## src/design/assert_macros.svh

```systemverilog
// Assertion helper macros for the console RTL.
// No dependencies; included by modules that carry concurrent checks.
`ifndef ASSERT_MACROS_SVH
`define ASSERT_MACROS_SVH

// Same-cycle implication, disabled while reset is active
`define ASSERT_IMPL(lbl, clk, rst_n, ante, cons, msg) \
    lbl: assert property (@(posedge clk) disable iff (!rst_n) (ante) |-> (cons)) \
        else $error(msg);

// Next-cycle implication, disabled while reset is active
`define ASSERT_NEXT(lbl, clk, rst_n, ante, cons, msg) \
    lbl: assert property (@(posedge clk) disable iff (!rst_n) (ante) |=> (cons)) \
        else $error(msg);

`endif

```

## src/design/tcc_pkg.sv

```systemverilog
// Shared constants, types and controller/datapath command structs for the
// text console cursor writer. No dependencies.
`timescale 1ns / 1ps

package tcc_pkg;

    // Screen geometry
    localparam int COLUMNS = 80;
    localparam int ROWS    = 25;
    localparam int CELLS   = COLUMNS * ROWS;

    // Field widths
    localparam int OPCODE_W = 1;
    localparam int CHAR_W   = 8;
    localparam int INDEX_W  = 11;
    localparam int COL_W    = 7;
    localparam int ROW_W    = 5;
    localparam int CELL_W   = 16;
    localparam int ATTR_W   = 8;

    // Screen store addressing and clear counter
    localparam int ADDR_W = $clog2(CELLS);
    localparam int CNT_W  = $clog2(CELLS + 1);

    localparam logic [CELL_W-1:0] BLANK_CELL = 16'h0720;
    localparam logic [ATTR_W-1:0] ATTR_RESET = 8'h07;
    localparam int                TAB_STOP   = 8;

    // Control characters
    localparam logic [CHAR_W-1:0] CH_TAB = 8'h09;
    localparam logic [CHAR_W-1:0] CH_LF  = 8'h0A;
    localparam logic [CHAR_W-1:0] CH_CR  = 8'h0D;

    // Opcodes
    localparam logic [OPCODE_W-1:0] OP_PUT  = 1'b0;
    localparam logic [OPCODE_W-1:0] OP_READ = 1'b1;

    typedef enum logic [2:0] {
        ST_INIT,
        ST_IDLE,
        ST_EXEC,
        ST_CLEAR,
        ST_RESP
    } t_state;

    // Controller to datapath
    typedef struct packed {
        logic capture;
        logic exec;
        logic clr_step;
        logic load_out;
    } t_dp_cmd;

    // Datapath to controller
    typedef struct packed {
        logic scroll_now;
        logic clr_last;
    } t_dp_status;

endpackage

```

## src/design/tcc_ctrl.sv

```systemverilog
// Controller FSM: sequences capture, execute, row clearing and result
// hand-off. Depends on tcc_pkg and assert_macros.svh.
`timescale 1ns / 1ps
`include "assert_macros.svh"

module tcc_ctrl import tcc_pkg::*; (
    input  logic       i_clk,
    input  logic       i_rst_n,
    input  logic       i_in_valid,
    output logic       o_in_ready,
    output logic       o_out_valid,
    input  logic       i_out_ready,
    input  t_dp_status i_st,
    output t_dp_cmd    o_cmd
);

    t_state r_state;
    t_state n_state;
    logic   r_out_valid;
    logic   out_free;

    // Result slot is free when empty or being taken this cycle
    assign out_free = !r_out_valid || i_out_ready;

    always_ff @(posedge i_clk) begin
        if (!i_rst_n) begin
            r_state <= ST_INIT;
        end else begin
            r_state <= n_state;
        end
    end

    // Next state
    always_comb begin
        n_state = r_state;
        case (r_state)
            ST_INIT: begin
                if (i_st.clr_last) n_state = ST_IDLE;
            end
            ST_IDLE: begin
                if (i_in_valid) n_state = ST_EXEC;
            end
            ST_EXEC: begin
                if (i_st.scroll_now) n_state = ST_CLEAR;
                else if (out_free)   n_state = ST_IDLE;
                else                 n_state = ST_RESP;
            end
            ST_CLEAR: begin
                if (i_st.clr_last) n_state = ST_RESP;
            end
            ST_RESP: begin
                if (out_free) n_state = ST_IDLE;
            end
            default: begin
                n_state = ST_INIT;
            end
        endcase
    end

    // Commands
    always_comb begin
        o_cmd      = '0;
        o_in_ready = 1'b0;
        case (r_state)
            ST_INIT: begin
                o_cmd.clr_step = 1'b1;
            end
            ST_IDLE: begin
                o_in_ready    = 1'b1;
                o_cmd.capture = i_in_valid;
            end
            ST_EXEC: begin
                o_cmd.exec     = 1'b1;
                o_cmd.load_out = !i_st.scroll_now && out_free;
            end
            ST_CLEAR: begin
                o_cmd.clr_step = 1'b1;
            end
            ST_RESP: begin
                o_cmd.load_out = out_free;
            end
            default: begin
                o_cmd = '0;
            end
        endcase
    end

    // Result valid flag
    always_ff @(posedge i_clk) begin
        if (!i_rst_n) begin
            r_out_valid <= 1'b0;
        end else if (o_cmd.load_out) begin
            r_out_valid <= 1'b1;
        end else if (i_out_ready) begin
            r_out_valid <= 1'b0;
        end
    end

    assign o_out_valid = r_out_valid;

    `ASSERT_IMPL(a_no_overwrite, i_clk, i_rst_n, o_cmd.load_out, out_free, "result overwritten")
    `ASSERT_NEXT(a_scroll_clears, i_clk, i_rst_n, (r_state == ST_EXEC) && i_st.scroll_now, (r_state == ST_CLEAR), "scroll without row clear")
    `ASSERT_NEXT(a_accept_exec, i_clk, i_rst_n, i_in_valid && o_in_ready, (r_state == ST_EXEC), "accepted item not executed")

endmodule
```

## config.mk

```make
export PLATFORM = sky130hd
export DESIGN_NAME = tcc_ctrl
export DESIGN_NICKNAME = d
export VERILOG_FILES = /design/src/design/tcc_pkg.sv /design/src/design/tcc_ctrl.sv
export VERILOG_INCLUDE_DIRS = /design/src /design/src/design
export SDC_FILE = /design/constraint.sdc
export NUM_CORES = 1
export LEC_CHECK = 0
export BUFFER_PORTS_ARGS = -buffer_cell sky130_fd_sc_hd__buf_2
export CAP_MARGIN = 20
export CORE_AREA = 5 5 42 44
export DETAILED_ROUTE_END_ITERATION = 7
export DIE_AREA = 0 0 47 49
export PLACE_DENSITY_LB_ADDON = 0.1
export SYNTH_ARGS = -nofsm -noshare
export SYNTH_HDL_FRONTEND = slang
export SYNTH_SLANG_ARGS = --single-unit
```

## constraint.sdc

```tcl
create_clock -name i_clk -period 1.4 [get_ports i_clk]
set_input_delay 0.07 -clock i_clk [delete_from_list [all_inputs] [get_ports i_clk]]
set_output_delay 0.07 -clock i_clk [all_outputs]
set_load 0.01 [all_outputs]
```

; ---- Word-level counts from Yosys, hierarchy flattened
; Index checks and enable logic that the tools add are counted.
[totals]
input_bits = 6
out_inout_bits = 6
ff_bits = 4
elab_cells = 32
[classes]
mux = 14
n_reduce_logical = 8
n_eq_ne = 8
[op_table]
columns = op, count
row1 = 2-to-1 mux 3 bit, 6
row2 = case mux 3 bit (5 select lines), 1
row3 = "!= test 2 bit, second input constant", 4
row4 = "equality test 3 x 2 -> 1 bit, second input constant", 2
row5 = 2-to-1 mux 1 bit, 6
row6 = AND reduction 4 bit, 1
row7 = "equality test 3 x 1 -> 1 bit, second input constant", 1
row8 = "equality test 3 bit, second input constant", 1
row9 = logical NOT 3 bit, 1
row10 = logical NOT 1 bit, 2
row11 = case mux 1 bit (2 select lines), 1
row12 = nonzero test 2 bit, 1
row13 = OR reduction 2 bit, 1
row14 = logical AND 1 bit, 1
row15 = logical OR 1 bit, 1

; ---- Logic depth before layout (Yosys ltp)
[depth]
ltp_word = 5
ltp_mapped = 4
ltp_nobuf = 3

; ---- Worst setup path after synthesis
; OpenSTA, ideal clock, no wires.
[synth_path]
kind = register -> output
start = reg r_state[2]
end = out o_cmd[3] in the netlist's numbering
arrival_ns = 1.058
path_buffers = 1
stages_incl_launch_ff = 4
slack_ns = 0.272
path_cell_list = dfxtp_1 buf_2 nor3b_1 and2_1
[synth_lines]
columns = element, line_no
row1 = start: declaration, tcc_ctrl.sv:17  ; t_state r_state;
row2 = start signal: assignment, tcc_ctrl.sv:29  ; r_state <= n_state;
row3 = end: declaration, tcc_ctrl.sv:14  ; output t_dp_cmd o_cmd

==> metrics.md <==
| Metric | Value |
|---|---|
| Status | finished, violations left |
| Violated checks | negative setup slack |
| GR Util All Layers | 0.0796 |
| Detailed Route WL | 783 um |
| Number of I/O port buffers | 11 |
| Synthesized netlist cell count | 36 |
| Shortest clock period the worst path allows after layout | 1.42 ns |
| Total number of vias | 323 |
| Number of clock buffers inserted by TritonCTS | 3 |
| Largest net degree at the start of global routing | 13 |
| Synth Net Count | 42 |
| Number of rows in the core area | 14 |
| Placeable core area | 0.00140 sq mm |
| Die Y-Extent | 49 um |
| Series of cell instances along the critical path | or3b_1, a21oi_2, nor2b_1, buf_2 |
| Last weighted congestion value of the routability-driven placer | 0.718 |
| Number of global-route vias before repair | 306 |
| Maximum ir drop on the vdd rail | 0.480 mV |
| Number of buffer and inverter instances along the worst setup path | 1 |
| Area taken by multi-input logic gates | 204 sq um |
| Number of antenna-violating nets in the routed design | 0 |
| Layout Utilization | 0.306 |
| Average size of a mapped cell | 8.55 sq um |
| Synth top area share | 0.260 |
| Portion of the post-synthesis area used by sequential elements | 0.260 |
| Number of max-slew violations in the final report | 0 |
| Class of the most critical setup path | reg -> out |
| Clock Sink Count | 4 |
| Top area cells in the synthesized netlist | dfxtp_1 26%, nor2b_1 8.1%, buf_6 7.3% |
| Count of warnings emitted by yosys | 0 |
| Required time of the critical path | 1.33 ns |
| Max capacitance violation total | 0 |
| Overflow left after global routing | 0 |
| Layout filler cell count | 160 |
| Number of flops mapped to enable cells by yosys | 0 |
| CTS tree | built |
| Highest achievable clock rate | 0.703 GHz |
| Die Footprint | 0.00230 sq mm |
| H-tree depth | 1 |
| Total number of nets in the final design | 61 |
| Period utilisation layout | 1.02 |
| I/O pin cnt | 12 |
| Synth async-reset ratio | 0 |
| Largest delay contributor family on the critical path | simple AND/OR/NAND/NOR gates |
| Width of the die | 47 um |
| Total area of sequential cells | 82.6 sq um |
| Initial core utilization | 0.220 |
| Number of hold buffers added after CTS | 0 |
| Layout area overhead | 39.4% |
| Capturing element type of the critical path | output pin |
| Post-DR wirelength/cell | 11.3 um |
| Post-route worst setup slack | -0.0230 ns |
| Arrival time of data at the critical path endpoint | 1.35 ns |
| Actual transition at the worst max-transition pin | 0.305 ns |
| Clock latency reported for the late side of the worst-skew pair | 0.24 ns |
| Most used DFF post-synth | dfxtp_1 |
| Maximum count of clock buffers along a single path | 2 |
| Initial antenna violation count | 0 |
| Clock Root Buffer | clkbuf_4 |
| Total negative slack | -0.0230 ns |
| Maximum cell stage delay along the critical path | 0.36 ns |
| Fraction of layout instances using a drive strength above 1 | 0.472 |
| Hold violation count in the final report | 0 |
| Number of diodes | 0 |
| Pleak | 0.000185 uW |
| Maximum fanout along the worst path | 2 |
| Number of DRC markers in iteration 0 | 11 |
| Register bit total from synthesis | 4 |
| Clock-pin slew on the worst setup and hold paths | 0.04 ns |
| DPL Wire Length | 545 um |
| Startpoint type of the worst setup path | flip-flop |
| First-pass GRT wire length | 1.28 mm |
| Avg Vias per Cell | 4.68 |
| Critical-path top delay cell | or3b_1 |
| Class of the tightest hold or removal check | in -> reg |
| Most frequent cells after synthesis | 4 x a21oi_1, 4 x dfxtp_1, 4 x nor2b_1, 3 x nor3b_1 |
| Drc violations | 0 |
| Max-Slew Margin vs Limit | 0.796 |
| Final setup violating endpoints | 1 |
| RSZ-0062 raised after global routing | true |
| Synth cell types | 21 |
| Areal power density over the cells | 835 mW/mm^2 |
| Post-Route Skew | 0.00437 ns |
| Largest area contributor in the netlist | dfxtp_1 |
| Cell area after synthesis | 308 sq um |
| Placement Setup Slack | 0.198 ns |
| First-pass iteration count of the detailed router | 4 |
cells in the final DEF (no fill, tap or decap), types with 2 or more instances in the layout:
cell / n
a21oi_1: 3
nor2b_1: 4
nand2b_1: 2
nor3b_1: 3
dfxtp_1: 2
clkbuf_4: 3
buf_4: 6
dfxtp_2: 2
nand3b_1: 2
o21a_1: 2
buf_2: 11
sequential cells by signal, summed over array words and instances (netlist names):
signal / cells
o_out_valid: 1
r_state: 3
tightest hold or removal path, cell delays in order:
cell and delay [ns]:
buf_2 0.13, nand2b_1 0.07, a21oi_1 0.04
stage by stage:
step / std cells / total power [uW] / hold WS, ns / area, sq um
2_1_floorplan: 36 / 186 / 0.188 / 308
3_3_place_gp: 63 / 210 / 0.366 / 378
3_5_place_dp: 63 / 210 / 0.355 / 378
4_1_cts: 69 / 362 / 0.113 / 428
5_1_grt: 69 / 387 / 0.113 / 429
6_report: 69 / 358 / 0.114 / 429
final cells by class:
class	count	share of cell area
well taps	16	0.0466
multi-input cells	29	0.475
repair buffers	17	0.233
flip-flops and latches	4	0.192
clock buffers	3	0.0525
repair_timing:
action	4_1_cts	5_1_grt
endpoints found under the setup margin	1	2
pin swaps	2	0
gates resized for setup	2	1
setup buffers	3	0
gates cloned	0	0
routing by layer:
| layer | global-route usage | routed length [um] | up-vias |
|---|---|---|---|
| li1 | - | - | 165 |
| met1 | 0.0967 | 313 | 147 |
| met2 | 0.109 | 394 | 11 |
| met3 | 0.0664 | 74 | 0 |
| met4 | 0.0138 | 0 | 0 |
| met5 | 0 | 0 | - |
where the power goes:
part	total (uW)	switching [uW]	internal [uW]
clock network	144	48.0	96.0
logic	84.5	39.1	45.4
registers	130	8.58	121
final timing paths:
path	endpoint	start	slack (ns)	cells past startpoint
min	r_state[1]	i_rst_n	0.11	3
min reg2reg	r_state[1]	r_state[0]	0.56	2
max	o_cmd[0]	r_state[1]	-0.02	4
max reg2reg	o_out_valid	r_state[1]	0.11	7
cells by family after synthesis:
group / synth area share
compound gates: 0.256
buf+inv: 0.0894
flops: 0.260
mux: 0.0325
simple gates: 0.362
No activity file was read; power rests on OpenSTA's default activity.
